`src/hdl/s8b_pkg.sv`:
```
// Shared types, constants and selector tables of the Simple-8b word decoder.
package s8b_pkg;

	localparam int WORD_BITS  = 64;
	localparam int SEL_BITS   = 4;
	localparam int VAL_BITS   = 60;
	localparam int REP_BITS   = 8;
	localparam int WIDTH_BITS = 6;

	typedef logic [SEL_BITS-1:0]   sel_t;
	typedef logic [VAL_BITS-1:0]   val_t;
	typedef logic [REP_BITS-1:0]   rep_t;
	typedef logic [WIDTH_BITS-1:0] width_t;

	// Controls from the sequencer to the shared unpack unit.
	typedef struct packed {
		logic   load;
		logic   step;
		width_t width;
	} unp_ctrl_t;

	// Number of values carried by a word with this selector.
	function automatic rep_t sel_count(input sel_t sel);
		rep_t n;
		unique case (sel)
			4'd0:  n = 8'd240;
			4'd1:  n = 8'd120;
			4'd2:  n = 8'd60;
			4'd3:  n = 8'd30;
			4'd4:  n = 8'd20;
			4'd5:  n = 8'd15;
			4'd6:  n = 8'd12;
			4'd7:  n = 8'd10;
			4'd8:  n = 8'd8;
			4'd9:  n = 8'd7;
			4'd10: n = 8'd6;
			4'd11: n = 8'd5;
			4'd12: n = 8'd4;
			4'd13: n = 8'd3;
			4'd14: n = 8'd2;
			default: n = 8'd1;
		endcase
		return n;
	endfunction

	// Bit width of each value for this selector; zero marks a zero run.
	function automatic width_t sel_width(input sel_t sel);
		width_t w;
		unique case (sel)
			4'd0:  w = 6'd0;
			4'd1:  w = 6'd0;
			4'd2:  w = 6'd1;
			4'd3:  w = 6'd2;
			4'd4:  w = 6'd3;
			4'd5:  w = 6'd4;
			4'd6:  w = 6'd5;
			4'd7:  w = 6'd6;
			4'd8:  w = 6'd7;
			4'd9:  w = 6'd8;
			4'd10: w = 6'd10;
			4'd11: w = 6'd12;
			4'd12: w = 6'd15;
			4'd13: w = 6'd20;
			4'd14: w = 6'd30;
			default: w = 6'd60;
		endcase
		return w;
	endfunction

	// Mask of the low w bits of a value.
	function automatic val_t val_mask(input width_t w);
		return ~({VAL_BITS{1'b1}} << w);
	endfunction

endpackage

```
`src/hdl/simple8b_word_decoder_top.sv`:
```
// Simple-8b word decoder: stream in one 64-bit word, stream out its decoded values.
// A word is accepted in idle; a setup state then works out how many values remain.
// The word then passes into the run state, which registers one result per cycle while the output is not stalled.
// A zero run gives a single result; a word with nothing left gives none.
// The rate is set by the single shared shift unit, which yields one value per cycle unless the output stalls.
// arst_n clears the sequencer, the output valid, the value count and the total register.
module simple8b_word_decoder_top #(
	parameter int COUNT_BITS = 32
) (
	input  logic        clk,
	input  logic        arst_n,
	// APB configuration port
	input  logic        psel,
	input  logic        penable,
	input  logic        pwrite,
	input  logic [2:0]  paddr,
	input  logic [31:0] pwdata,
	output logic [31:0] prdata,
	output logic        pready,
	// input words
	input  logic        s_tvalid,
	output logic        s_tready,
	input  logic [63:0] s_tdata,   // [63:0] packed_word
	input  logic        s_tuser,   // [0] stream_start
	// decoded values
	output logic        m_tvalid,
	input  logic        m_tready,
	output logic [71:0] m_tdata,   // [59:0] value, [67:60] repeat_res, [71:68] zero
	output logic        m_tlast    // last_of_word
);
	import s8b_pkg::*;

	localparam int TW = (COUNT_BITS < 32) ? COUNT_BITS : 32;

	localparam logic [1:0] ST_IDLE  = 2'd0;
	localparam logic [1:0] ST_SETUP = 2'd1;
	localparam logic [1:0] ST_RUN   = 2'd2;

	logic [1:0]            state_q;
	logic [COUNT_BITS-1:0] total_q;
	logic [COUNT_BITS-1:0] emitted_q;
	sel_t                  sel_q;
	rep_t                  take_q;
	rep_t                  cnt_q;
	logic                  zero_q;

	logic                  out_valid_q;
	val_t                  out_val_q;
	rep_t                  out_rep_q;
	logic                  out_last_q;

	logic                  cfg_wr;
	logic                  in_acc;
	logic [COUNT_BITS-1:0] diff;
	logic                  any_left;
	rep_t                  n_sel;
	rep_t                  take;
	logic                  out_free;
	logic                  run_load;
	unp_ctrl_t             unp_ctrl;
	val_t                  unp_value;

	assign pready   = 1'b1;
	assign cfg_wr   = psel && penable && pwrite && pready && !paddr[2];
	assign prdata   = paddr[2] ? 32'd0 : 32'(total_q);
	assign s_tready = (state_q == ST_IDLE);
	assign in_acc   = s_tvalid && s_tready;

	always_ff @(posedge clk or negedge arst_n) begin
		if (!arst_n) begin
			total_q <= '0;
		end else if (cfg_wr) begin
			total_q <= COUNT_BITS'(pwdata[TW-1:0]);
		end
	end

	// Values still allowed by the configured total, and the number this word gives.
	assign diff     = total_q - emitted_q;
	assign any_left = emitted_q < total_q;
	assign n_sel    = sel_count(sel_q);
	assign take     = (diff < COUNT_BITS'(n_sel)) ? diff[REP_BITS-1:0] : n_sel;

	assign out_free = !out_valid_q || m_tready;
	assign run_load = (state_q == ST_RUN) && out_free;

	assign unp_ctrl.load  = in_acc;
	assign unp_ctrl.step  = run_load;
	assign unp_ctrl.width = sel_width(s_tdata[SEL_BITS-1:0]);

	s8b_unpack u_unpack (
		.clk     (clk),
		.ctrl    (unp_ctrl),
		.payload (s_tdata[WORD_BITS-1:SEL_BITS]),
		.value   (unp_value)
	);

	always_ff @(posedge clk or negedge arst_n) begin
		if (!arst_n) begin
			state_q   <= ST_IDLE;
			emitted_q <= '0;
			cnt_q     <= '0;
		end else begin
			unique case (state_q)
				ST_IDLE: begin
					if (in_acc) begin
						state_q <= ST_SETUP;
						if (s_tuser) begin
							emitted_q <= '0;
						end
					end
				end
				ST_SETUP: begin
					if (any_left && take != '0) begin
						state_q <= ST_RUN;
						cnt_q   <= (sel_width(sel_q) == '0) ? rep_t'(1) : take;
					end else begin
						state_q <= ST_IDLE;
					end
				end
				ST_RUN: begin
					if (out_free) begin
						cnt_q <= cnt_q - rep_t'(1);
						if (cnt_q == rep_t'(1)) begin
							state_q   <= ST_IDLE;
							emitted_q <= emitted_q + COUNT_BITS'(take_q);
						end
					end
				end
				default: begin
					state_q <= ST_IDLE;
				end
			endcase
		end
	end

	always_ff @(posedge clk) begin
		if (in_acc) begin
			sel_q <= s_tdata[SEL_BITS-1:0];
		end
		if (state_q == ST_SETUP) begin
			take_q <= take;
			zero_q <= (sel_width(sel_q) == '0);
		end
	end

	// Output register: holds one result while the next is being prepared.
	always_ff @(posedge clk or negedge arst_n) begin
		if (!arst_n) begin
			out_valid_q <= 1'b0;
		end else if (run_load) begin
			out_valid_q <= 1'b1;
		end else if (m_tready) begin
			out_valid_q <= 1'b0;
		end
	end

	always_ff @(posedge clk) begin
		if (run_load) begin
			out_val_q  <= unp_value;
			out_rep_q  <= zero_q ? take_q : rep_t'(1);
			out_last_q <= (cnt_q == rep_t'(1));
		end
	end

	assign m_tvalid = out_valid_q;
	assign m_tdata  = {4'd0, out_rep_q, out_val_q};
	assign m_tlast  = out_last_q;

	a_run_has_work: assert property (@(posedge clk) disable iff (!arst_n)
		(state_q == ST_RUN) |-> (cnt_q != '0))
		else $error("run state entered with no results left");

	a_accept_to_setup: assert property (@(posedge clk) disable iff (!arst_n)
		in_acc |=> (state_q == ST_SETUP))
		else $error("accepted word did not go to setup");

	a_rep_nonzero: assert property (@(posedge clk) disable iff (!arst_n)
		m_tvalid |-> (m_tdata[67:60] != '0))
		else $error("result with zero repeat count");

	a_run_is_zero: assert property (@(posedge clk) disable iff (!arst_n)
		(m_tvalid && m_tdata[67:60] != rep_t'(1)) |-> (m_tdata[59:0] == '0 && m_tlast))
		else $error("repeated result is not a single zero run");

endmodule

```
`src/hdl/s8b_unpack.sv`:
```
// Shared shift unit that peels one packed value per step off the word.
module s8b_unpack (
	input  logic              clk,
	input  s8b_pkg::unp_ctrl_t ctrl,
	input  s8b_pkg::val_t     payload,
	output s8b_pkg::val_t     value
);
	import s8b_pkg::*;

	val_t   shreg_q;
	width_t width_q;

	always_ff @(posedge clk) begin
		if (ctrl.load) begin
			shreg_q <= payload;
			width_q <= ctrl.width;
		end else if (ctrl.step) begin
			shreg_q <= shreg_q >> width_q;
		end
	end

	assign value = shreg_q & val_mask(width_q);

endmodule

```
`config.mk`:
```
export PLATFORM = sky130hd
export DESIGN_NAME = simple8b_word_decoder_top
export DESIGN_NICKNAME = d
export VERILOG_FILES = /design/src/hdl/s8b_pkg.sv /design/src/hdl/simple8b_word_decoder_top.sv /design/src/hdl/s8b_unpack.sv
export SDC_FILE = /design/constraint.sdc
export NUM_CORES = 1
export LEC_CHECK = 0
export BUFFER_PORTS_ARGS = -buffer_cell sky130_fd_sc_hd__buf_2
export CAP_MARGIN = 20
export CORE_UTILIZATION = 55
export DETAILED_ROUTE_END_ITERATION = 10
export PLACE_DENSITY = 0.76
export SLEW_MARGIN = 20
export SYNTH_ARGS = -nofsm -noshare
export SYNTH_HDL_FRONTEND = slang
export SYNTH_SLANG_ARGS = --single-unit
```
`constraint.sdc`:
```
create_clock -name clk -period 6.9 [get_ports clk]
set_clock_uncertainty 0.1 [all_clocks]
set_input_delay 0.345 -clock clk [delete_from_list [all_inputs] [get_ports clk]]
set_output_delay 0.345 -clock clk [all_outputs]
set_load 0.005 [all_outputs]
```
# --- Word-level counts from Yosys, hierarchy flattened ---
# Memory sizes are Yosys's and may differ from the RTL's. A register that Yosys moved wholly into a read port is not among the register bits.
# Index checks and enable logic that the tools add are counted.
classes:
  reduce_logical: 20
  n_eq_ne: 8
  magnitude_cmp: 2
  n_addsub: 3
  n_shift: 2
  bitwise_logic: 2
  muxes: 26
op_table:
  columns: ["op", "n"]
  rows:
  - ["$mux W32", 5]
  - ["$mux W60", 2]
  - ["$pmux W32 S2", 1]
  - ["$and A60 B60 Y60", 1]
  - ["$not A60 Y60", 1]
  - ["$shl A60 B6 Y60 const A", 1]
  - ["$shr A60 B6 Y60", 1]
  - ["$add A32 B8 Y32", 1]
  - ["$lt A32 B32 Y1", 1]
  - ["$lt A32 B8 Y1", 1]
  - ["$mux W8", 4]
  - ["$sub A32 B32 Y32", 1]
  - ["$mux W6", 3]
  - ["$pmux W8 S2", 1]
  - ["$logic_not A6 Y1", 2]
  - ["$mux W4", 3]
  - ["$eq A8 B1 Y1 const B", 1]
  - ["$mux W2", 4]
  - ["$reduce_bool A2 Y1", 4]
  - ["$reduce_bool A8 Y1", 1]
  - ["$sub A8 B1 Y8 const B", 1]
  - ["$logic_and A1 B1 Y1", 6]
  - ["$ne A2 B1 Y1 const B", 3]
  - ["$pmux W2 S3", 1]
  - ["other kinds (9)", 13]
word_totals:
  inputBits: 107
  rom_bits: 416
  out_inout_bits: 108
  n_memories: 4
  elab_cells: 79
  regBits: 217
memory_table:
  columns: ["name", "depth", "width", "read_ports", "rd_ports_with_merged_regs", "wr", "line_no", "rtl"]
  rows:
  - ["(no name shown)", 16, 8, 1, 1, 0, "s8b_pkg.sv:25", "unique case (sel)"]
  - ["(no name shown)", 16, 6, 1, 1, 0, "s8b_pkg.sv:49", "unique case (sel)"]
  - ["(no name shown)", 16, 6, 1, 1, 0, "s8b_pkg.sv:49", null]
  - ["(no name shown)", 16, 6, 1, 1, 0, "s8b_pkg.sv:49", null]

# --- Logic depth before layout (Yosys ltp) ---
# Gate-level depths: netlist (run 1).
logic_depth:
  word_depth: 11
  mapped_depth: 19
  depth_no_buf: 19

# --- Modules after synthesis ---
# From an unflattened synthesis (run 1), not the netlist that was laid out.
unflattened:
  hier_cells: 1624
  hier_area_um2: 17061.4
modules_own_cells:
  columns: ["mod", "cells_each", "instances", "area_per_inst_um2", "seq_area_each_um2"]
  rows:
  - ["simple8b_word_decoder_top", 912, 1, 9527.9, 4619.4]
  - ["s8b_unpack", 712, 1, 7533.5, 1981.9]

# --- Least setup slack after synthesis (run 1) ---
# Ideal clock, no wire load.
synth_timing:
  kind: "reg-to-reg"
  startpoint: "reg emitted_q[1]"
  endpoint: "reg cnt_q[1]"
  setup_ns: 0.080
  stages_incl_launch_ff: 20
  period_less_slack_ns: 4.785
  t_arrival_ns: 4.605
  t_required_ns: 6.720
  path_buffers: 0
  slack_ns: 2.115
  path_cell_list: "dfrtp_1 -> inv_1 -> ha_1 -> nand2b_1 -> a211o_1 -> a21oi_1 -> nor2b_1 -> xnor2_1 -> ha_1 -> a21o_1 -> a221oi_1 -> nand4_1 -> or4_1 -> or4_1 -> nand4b_4 -> nor4_4 -> nand3_4 -> mux2_4 -> nor2_8 -> mux2i_1"
synth_between:
  elab_chain_len: 7
  elab_cells_between_ends: 11
  cone_classes: "add/sub: 1; order compare: 2; eq/ne: 1; mux: 4; reduce/logical: 3"
synth_lines:
  columns: ["element", "line_no", "rtl"]
  rows:
  - ["from (decl)", "simple8b_word_decoder_top.sv:41", "logic [COUNT_BITS-1:0] emitted_q;"]
  - ["from (signal assigned)", "simple8b_word_decoder_top.sv:125", "emitted_q <= emitted_q + COUNT_BITS'(take_q);"]
  - ["$sub A32 B32 Y32", "simple8b_word_decoder_top.sv:78", "assign diff = total_q - emitted_q;"]
  - ["$lt A32 B8 Y1", "simple8b_word_decoder_top.sv:81", "assign take = (diff < COUNT_BITS'(n_sel)) ? diff[REP_BITS-1:0] : n_sel;"]
  - ["$mux W8", "simple8b_word_decoder_top.sv:81", null]
  - ["$reduce_bool A8 Y1", "simple8b_word_decoder_top.sv:113", "if (any_left && take != '0) begin"]
  - ["$logic_and A1 B1 Y1", "simple8b_word_decoder_top.sv:113", null]
  - ["$ne A2 B2 Y1 (no source line)", null, null]
  - ["$reduce_and A3 Y1 (no source line)", null, null]
  - ["to (signal assigned)", "simple8b_word_decoder_top.sv:115", "cnt_q <= (sel_width(sel_q) == '0) ? rep_t'(1) : take;"]
  - ["to (signal assigned)", "simple8b_word_decoder_top.sv:122", "cnt_q <= cnt_q - rep_t'(1);"]
  - ["to (decl)", "simple8b_word_decoder_top.sv:44", "rep_t cnt_q;"]
# Parallel ways exist; a longest one is shown, timed or not. The select of a mux whose other input is x is not followed.
# A chain may end at the register's enable or synchronous reset.

# --- Worst setup path after layout (run 1) ---
# Ends and elaborated chain as after synthesis.

==> results of run 1 <==
==> synthesized netlist by cell type (all sizes together), types with 25 or more instances <==
cell type | n | area (sq um)
nor2 | 164 | 631.9
xnor2 | 32 | 280.3
nand4 | 25 | 156.4
a22o | 30 | 264.0
mux2 | 45 | 510.5
o21ai | 94 | 470.5
edfxtp | 148 | 4444
nor3 | 34 | 170.2
mux4 | 51 | 1149
nor2b | 45 | 281.5
mux2i | 56 | 560.5
dfrtp | 75 | 1877
a21oi | 128 | 640.6
nand2 | 252 | 945.9
clkbuf | 83 | 311.6
ha | 59 | 738.2
o21a | 27 | 202.7
nand3 | 31 | 167.7
buf | 31 | 147.6
inv | 73 | 274.0
==> power by group through the flow <==
stage | Clock [uW] | Sequential [uW] | Combinational (uW)
floorplan | 0 | 2390 | 2550
global placement | 0 | 2600 | 3540
detailed placement | 0 | 2610 | 3590
CTS | 1450 | 2590 | 3650
global route | 1510 | 2650 | 4020
finish | 1440 | 2640 | 3730
==> through the flow <==
step | hold WS (ns) | instance area [sq um] | utilization [%]
final | 0.03030 | 19490 | 65.93
after global routing | 0.04234 | 19490 | 65.93
after CTS | 0.01819 | 19490 | 65.93
after detailed placement | 0.3863 | 17740 | 60.02
after global placement | 0.3756 | 17740 | 60.01
after floorplan | -0.05059 | 16510 | -
==> path summary, 6_finish.rpt <==
| kind | from | end | slack, ns | cells past startpoint |
|---|---|---|---|---|
| min in group asynchronous | arst_n | total_q[12] | 0.40 | 2 |
| worst max-delay path | emitted_q[1] | cnt_q[1] | 1.28 | 19 |
| max in group asynchronous | arst_n | emitted_q[31] | 5.68 | 2 |
| worst min register to register | cnt_q[6] | cnt_q[6] | 0.41 | 1 |
| worst min-delay path | s_tdata[31] | u_unpack.shreg_q[27] | 0.03 | 3 |
| worst max register to register | emitted_q[1] | cnt_q[1] | 1.28 | 19 |
==> registers in the layout, indices dropped and copies added (netlist names), named ones only <==
name	cells
take_q	8
sel_q	4
u_unpack.width_q	6
u_unpack.shreg_q	60
n_sel	8
out_rep_q	8
state_q	2
out_val_q	60
zero_q	1
m_tvalid	1
emitted_q	32
total_q	32
m_tlast	1
cnt_q	8
==> kinds of logic (layout without fill, tap and decap cells) <==
| logic type | count (synthesis) | count (layout) |
|---|---|---|
| buffers and inverters | 189 | 441 |
| adders and majority gates | 61 | 61 |
| xor gates and xnor gates | 36 | 36 |
| muxes | 152 | 152 |
| and+or+nand+nor | 642 | 642 |
| other | 2 | 5 |
| DFF | 237 | 237 |
| AOI/OAI and AO/OA | 434 | 434 |
==> worst max-delay path, delay by kind of cell, from the launching register on <==
| family | cells | cell delay [ns] |
|---|---|---|
| xor gates and xnor gates | 1 | 0.34 |
| AOI/OAI and AO/OA | 4 | 0.96 |
| DFF | 1 | 0.48 |
| and+or+nand+nor | 9 | 2.21 |
| adders and majority gates | 2 | 0.64 |
| buffers and inverters | 1 | 0.10 |
| muxes | 2 | 0.68 |
==> area by class of cell <==
| type | instances | area share [%] |
|---|---|---|
| timing repair buffer | 314 | 10.57 |
| multi-input combinational | 1330 | 47.11 |
| sequential | 237 | 33.87 |
| clock buffer | 40 | 3.987 |
| tap | 390 | 2.504 |
| clock inverter | 12 | 0.5136 |
| inverter | 75 | 1.451 |
==> layer usage <==
layer / GRT usage, % / up-vias
met4: 16.59 / 0
met1: 47.05 / 7350
li1: - / 6884
met5: 0 / -
met2: 59.36 / 882
met3: 6.245 / 175
==> results.py, run 1 <==
metrics = {
    "status": {
        "status": "finished, final reports clean",
    },
    "place": {
        "numPlacedInstances": 2259,
        "globalplace.congestion": 1.014,
        "buffer_ports.inserted": 207,
        "dp_slack_ns": 1.454,
        "place_hpwl_mm": 40.71,
    },
    "clock_tree": {
        "clock_pin_slew_on_the_worst_setup_and_hold_paths_ns": 0.06,
        "cts-hold-fix-buffers": 87,
        "number_of_buffers_inserted_during_clock_tree_synthesis": 28,
        "post_cts_resized": 0,
        "cts_setup_buffers": 0,
        "h_tree_lvls": 1,
        "clock_tree.buffer_depth": 3,
        "clock_tree_from_tritoncts": "yes",
        "worstSkewPairLatency_ns": 0.58,
        "cts.root.buffer_cell": "clkbuf_16",
        "clock_sink_count": 237,
    },
    "floorplanning": {
        "die_width_microns": 175.2,
        "vertical_die_dimension_microns": 175.2,
        "fp.dieArea_sq_um": 30700,
        "top_level_ports": 215,
        "floorplan.rows": 63,
        "core_region_area_sq_um": 29560,
        "initial_core_util_pct": 55.82,
    },
    "sta": {
        "post-route-worst-setup-slack_ns": 1.283,
        "timing.max_slew.rel_slack_pct": 22.41,
        "fin_crit_sh_pct": 81.40,
        "worst_slew_pin_slew_ns": 1.152,
        "timing.final.max_slew_violations": 0,
        "finalHoldViolations": 0,
        "rsz0062_at_grt": "false",
        "fin_crit_ns": 5.617,
        "clock.fmax_mhz": 178.0,
        "timing.final.setup_violations": 0,
        "timing.setup.tns_ns": 0,
    },
    "synth": {
        "simple_logic_cell_fraction_of_the_synthesized_area_pct": 18.23,
        "synth_edf_count": 148,
        "synth-compound-area-share_pct": 17.15,
        "synth_xor_xnor_area_share_pct": 1.911,
        "synthDistinctLibCells": 80,
        "yosysWarningCount": 0,
        "combinational_family_with_the_most_area_after_synthesis": "simple AND/OR/NAND/NOR gates",
        "synthesis.area_per_instance_sq_um": 9.412,
        "synthMuxAreaShare_pct": 13.45,
        "synthFlopType": "edfxtp_1",
        "asyncSetResetFlopFracSynth_pct": 31.65,
        "synth_adder_area_share_pct": 4.717,
        "synth_cells": 1753,
        "yosysSeqAreaShare_pct": 40.01,
        "synth_seq_cells": 237,
        "mappedNetlistArea_sq_um": 16500,
    },
    "finish": {
        "seq_area_sq_um": 6601,
        "multi_input_area_sq_um": 9181,
        "antenna_cells_inserted": 0,
        "final-instance-count-excl-fill": 2398,
        "syn_to_final_growth_pct": 18.12,
        "layout-drive-gt1-share_pct": 18.87,
        "layout_commonest_cell": "nand2_1",
        "fillerInstances": 2360,
        "final_net_count": 2154,
        "layout_common_cells": "nand2_1, buf_2, nor2_1",
    },
    "pwr": {
        "power.sequential.fraction_pct": 33.8,
        "power.share.clock_pct": 18.4,
        "power_leakage_uw": 0.008173,
        "worst_voltage_drop_across_the_vdd_grid_v": 0.0002843,
        "p_sw_uw": 3407,
        "total_power_of_the_final_layout_uw": 7813,
        "p_per_area_nw_per_um2": 400.9,
        "switching_share_pct": 43.61,
        "internal_power_uw": 4406,
        "power_frac_comb_pct": 47.8,
    },
    "flow_run": {
        "max_cap_viol_count": 0,
    },
    "routing": {
        "dr_total_vias": 15290,
        "routed_wire_length_per_instance_microns": 23.49,
        "highest_layer": "met4",
        "route.detailed.drc": 0,
        "drt_total_wl_mm": 56.34,
        "met2_length_mm": 26.11,
        "ant_nets": 0,
        "drt_pass1_iterations": 8,
        "routed_via_count_divided_by_cell_count": 6.377,
        "drt_first_iter_violations": 1880,
        "m1WireLength_mm": 22.03,
        "detailroute.wirelength.met3_mm": 5.245,
    },
    "grt": {
        "grt_antenna_before_repair": 1,
        "first_pass_grt_wire_length_mm": 84.93,
        "first_global_vias": 14710,
        "aggregate_global_route_resource_usage_pct": 36.28,
        "maximum_number_of_pins_on_one_net_before_global_route_repair": 76,
        "global_route.overflow_total": 0,
    },
    "setup_path": {
        "critical_path.max_stage_delay_ns": 0.49,
        "worstSetupStartpointType": "flip-flop",
        "critical_path_peak_fanout": 10,
        "slowest_cp_cell": "or4_1",
        "critical_path.cell_chain": "inv_1, ha_1, nand2b_1, a211o_1, a21oi_1, nor2b_1, xnor2_1, ha_1, a21o_1, a221oi_1, nand4_1, or4_1, or4_1, nand4b_4, nor4_4, nand3_4, mux2_4, nor2_8, mux2i_1",
        "timing.critical_path.required_ns": 7.29,
        "worst-setup-path-type": "flip-flop to flip-flop",
        "worst_ep_arrival_time_ns": 6.00,
        "endpoint_kind": "flip-flop",
    },
    "worst_hold_path": {
        "min-delay-path-class": "primary input to flip-flop",
    },
}
Power figures use the tool's default switching activity.
==> inputs of run 2 (changes only) <==
Settings changed: ABC_AREA set to 1, CORE_UTILIZATION 55 to 54, PLACE_DENSITY 0.76 to 0.78.
Clock period 6.9 ns to 4.99 ns, I/O delays scaled along.
==> run 2 against run 1 <==
  * Final cell count grew 23%
  * Combinational power grew 7.8%
  * Clock-buffer cell count grew 1
  * Sequential share of layout area shrank 0.78 points
  * Die area grew 3.4%
  * Sequential power grew 9.5%
  * Critical endpoint is now cnt_q[4]
  * Largest power group unchanged
  * Highest routed layer is now met5
==> results.py, run 2 <==
metrics = {
    "setup_path": {
        "critical_path.max_stage_delay_ns": 0.40,
        "critical_path.cell_chain": "ha_1, nand2_1, inv_1, a21oi_1, nand2_2, xor2_1, ha_1, a21oi_1, nand3_1, nor2_2, nand3_2, nor2_4, nand3_4, nor2_8, nand3b_1, nand2_1, nand2_1, nor2_2, nand2_2, nand2_4, nand2_4, nand2_1, nand2_1",
        "r2r_setup_slack_ns": 1.01,
        "critical-path-top-cell-by-count": "nand2_1",
        "endpoint_kind": "flip-flop",
        "worst_r2r_startpoint": "total_q[6]",
        "worst-setup-path-type": "flip-flop to flip-flop",
        "timing.critical_path.required_ns": 5.34,
        "r2r_cells": 23,
        "worstSetupStartpointType": "flip-flop",
        "worst_r2r_endpoint": "cnt_q[4]",
        "critical_path_peak_fanout": 10,
        "worst_ep_arrival_time_ns": 4.33,
        "slowest_cp_cell": "dfrtp_1",
    },
    "pwr": {
        "power.share.clock_pct": 22.5,
        "worst_voltage_drop_across_the_vdd_grid_v": 0.0003300,
        "p_per_area_nw_per_um2": 447.1,
        "internal_power_uw": 5073,
        "power.sequential.fraction_pct": 32.4,
        "power_leakage_uw": 0.009778,
        "power_frac_comb_pct": 45.1,
        "switching_share_pct": 43.13,
        "p_sw_uw": 3848,
    },
    "clock_tree": {
        "h_tree_lvls": 1,
        "clock_pin_slew_on_the_worst_setup_and_hold_paths_ns": 0.06,
        "clock_tree_from_tritoncts": "yes",
        "post_cts_resized": 0,
        "number_of_buffers_inserted_during_clock_tree_synthesis": 27,
        "clock_sink_count": 237,
        "clock_tree.buffer_depth": 3,
        "worstSkewPairLatency_ns": 0.57,
        "cts.root.buffer_cell": "clkbuf_16",
    },
    "sta": {
        "finalHoldViolations": 0,
        "fin_crit_ns": 3.983,
        "clock.fmax_mhz": 251.1,
        "rsz0062_at_grt": "false",
        "fin_crit_sh_pct": 79.82,
        "worst_hold_slack_ns": 0.03710,
        "worst_slew_pin_slew_ns": 1.041,
        "timing.final.setup_violations": 0,
        "timing.final.max_slew_violations": 0,
        "timing.setup.tns_ns": 0,
        "timing.max_slew.rel_slack_pct": 29.69,
    },
    "finish": {
        "reg.largest.list": "out_val_q: 60 flops, u_unpack.shreg_q: 60 flops",
        "syn_to_final_growth_pct": 19.08,
        "finalCoreUtilization_pct": 65.22,
        "final_net_count": 2701,
        "layout_common_cells": "nand2_1, inv_1, o21ai_0",
        "fillerInstances": 2714,
        "layout_commonest_cell": "nand2_1",
        "layout-drive-gt1-share_pct": 15.54,
    },
    "routing": {
        "dr_total_vias": 16920,
        "drt_pass1_iterations": 8,
        "drt_total_wl_mm": 61.18,
        "routed_via_count_divided_by_cell_count": 5.732,
        "drt_first_iter_violations": 1848,
        "route.detailed.drc": 0,
        "routed_wire_length_per_instance_microns": 20.73,
        "ant_nets": 0,
    },
    "synth": {
        "synth_edf_count": 148,
        "synth_adder_area_share_pct": 4.645,
        "simple_logic_cell_fraction_of_the_synthesized_area_pct": 26.72,
        "synthMostInstantiatedCell": "nand2_1",
        "synth.cells.most_frequent": "nand2_1, inv_1, o21ai_0",
        "yosysSeqAreaShare_pct": 39.40,
        "synth_seq_cells": 237,
        "mappedNetlistArea_sq_um": 16750,
        "synth_top_cell_area_share_pct": 26.53,
        "synth_cells": 2269,
        "synthFlopType": "edfxtp_1",
        "asyncSetResetFlopFracSynth_pct": 31.65,
        "synth.largest_area_cell": "edfxtp_1",
        "synth_xor_xnor_area_share_pct": 0.7318,
        "synth-compound-area-share_pct": 15.44,
        "yosysWarningCount": 0,
        "synthesis.area_per_instance_sq_um": 7.384,
        "synthDistinctLibCells": 68,
        "synthMuxAreaShare_pct": 2.927,
        "yosys-top-cells-area": "edfxtp_1, nand2_1, dfrtp_1",
        "combinational_family_with_the_most_area_after_synthesis": "simple AND/OR/NAND/NOR gates",
    },
    "floorplanning": {
        "top_level_ports": 215,
        "vertical_die_dimension_microns": 178.1,
        "fp.dieArea_sq_um": 31740,
        "die_width_microns": 178.1,
        "core_region_area_sq_um": 30590,
        "floorplan.rows": 64,
        "initial_core_util_pct": 54.77,
    },
    "place": {
        "buffer_ports.inserted": 207,
        "globalplace.congestion": 1.002,
        "place_hpwl_mm": 46.69,
    },
    "status": {
        "status": "finished, final reports clean",
    },
    "worst_hold_path": {
        "timing.hold.worst_path_depth": 3,
        "hold_end": "u_unpack.shreg_q[6]",
        "min-delay-path-class": "primary input to flip-flop",
        "worst_hold_path_startpoint": "s_tdata[10]",
    },
    "flow_run": {
        "max_cap_viol_count": 0,
    },
    "grt": {
        "aggregate_global_route_resource_usage_pct": 38.05,
        "grt_antenna_before_repair": 1,
        "global_route.overflow_total": 0,
        "maximum_number_of_pins_on_one_net_before_global_route_repair": 108,
        "first_global_vias": 15290,
        "first_pass_grt_wire_length_mm": 89.18,
    },
}
-- run 2: changes by cell type after synthesis, sizes merged, moves of 26 or more --
cell	before	now
inv	73	350
mux2	45	0
mux4	51	0
nand2	252	606
nand3	31	90
nor2	164	206
nor2b	45	0
o21a	27	1
o21ai	94	225
xnor2	32	3
-- run 2: metal layers --
layer / share of wire, % / GRT usage, %
met5: 0.015 / 0
met4: 3.3 / 12.32
met3: 12 / 11.06
met2: 41 / 54.78
met1: 44 / 54.36
-- run 2: cell type report --
| class | count | area (sq um) | share of cell area, % |
|---|---|---|---|
| multi-input cells | 1591 | 8484 | 42.52 |
| inverters | 352 | 1321 | 6.622 |
| diodes | 1 | 2.502 | 0.01254 |
| repair buffers | 324 | 2157 | 10.81 |
| well taps | 396 | 495.5 | 2.483 |
| clock buffers | 41 | 834.6 | 4.183 |
| flip-flops and latches | 237 | 6601 | 33.09 |
| clock inverters | 9 | 55.05 | 0.2759 |
-- run 2: worst max-delay path by stage --
stage / startpoint / slack, ns / to / cells after the start
after global placement: emitted_q[1] / 1.27 / cnt_q[0] / 26
final: total_q[6] / 1.01 / cnt_q[4] / 23
after global routing: total_q[0] / 0.73 / cnt_q[6] / 25
after CTS: total_q[6] / 1.06 / cnt_q[4] / 23
after detailed placement: total_q[6] / 1.08 / cnt_q[4] / 23
after floorplan: state_q[1] / 0.86 / u_unpack.shreg_q[10] / 7
-- run 2: power by group through the flow --
| stage | clock network (uW) | logic (uW) | registers (uW) |
|---|---|---|---|
| 2_1_floorplan | 0 | 2730 | 2810 |
| 3_3_place_gp | 0 | 3790 | 2900 |
| 3_5_place_dp | 0 | 3860 | 2910 |
| 4_1_cts | 2010 | 3940 | 2880 |
| 5_1_grt | 2080 | 4470 | 2930 |
| 6_report | 2010 | 4020 | 2890 |
-- run 2: cell families after synthesis --
family	Yosys count
xor+xnor	14
simple gates	1009
other cells	2
flops	237
fa+ha+maj	61
buf+inv	444
compound gates	453
mux	49
-- run 2: stage by stage --
stage	area [sq um]	instances	setup slack [ns]	total power, uW
4_1_cts	19950	2950	1.060	8825
3_3_place_gp	18200	2814	1.270	6686
6_report	19950	2951	1.007	8921
2_1_floorplan	16770	2272	0.8589	5536
5_1_grt	19950	2950	0.7286	9476
3_5_place_dp	18200	2814	1.080	6773
-- run 2: critical path: cells and delay by family (launching register included) --
kind	cells	cell delay [ns]
xor gates and xnor gates	1	0.22
AOI/OAI and AO/OA	2	0.37
adders and majority gates	2	0.65
and+or+nand+nor	17	2.06
buffers and inverters	1	0.07
DFF	1	0.40
-- run 2: repair_timing --
item,in CTS,in global routing
setup buffers,0,0
hold endpoints to repair,120,0
hold buffers,86,0
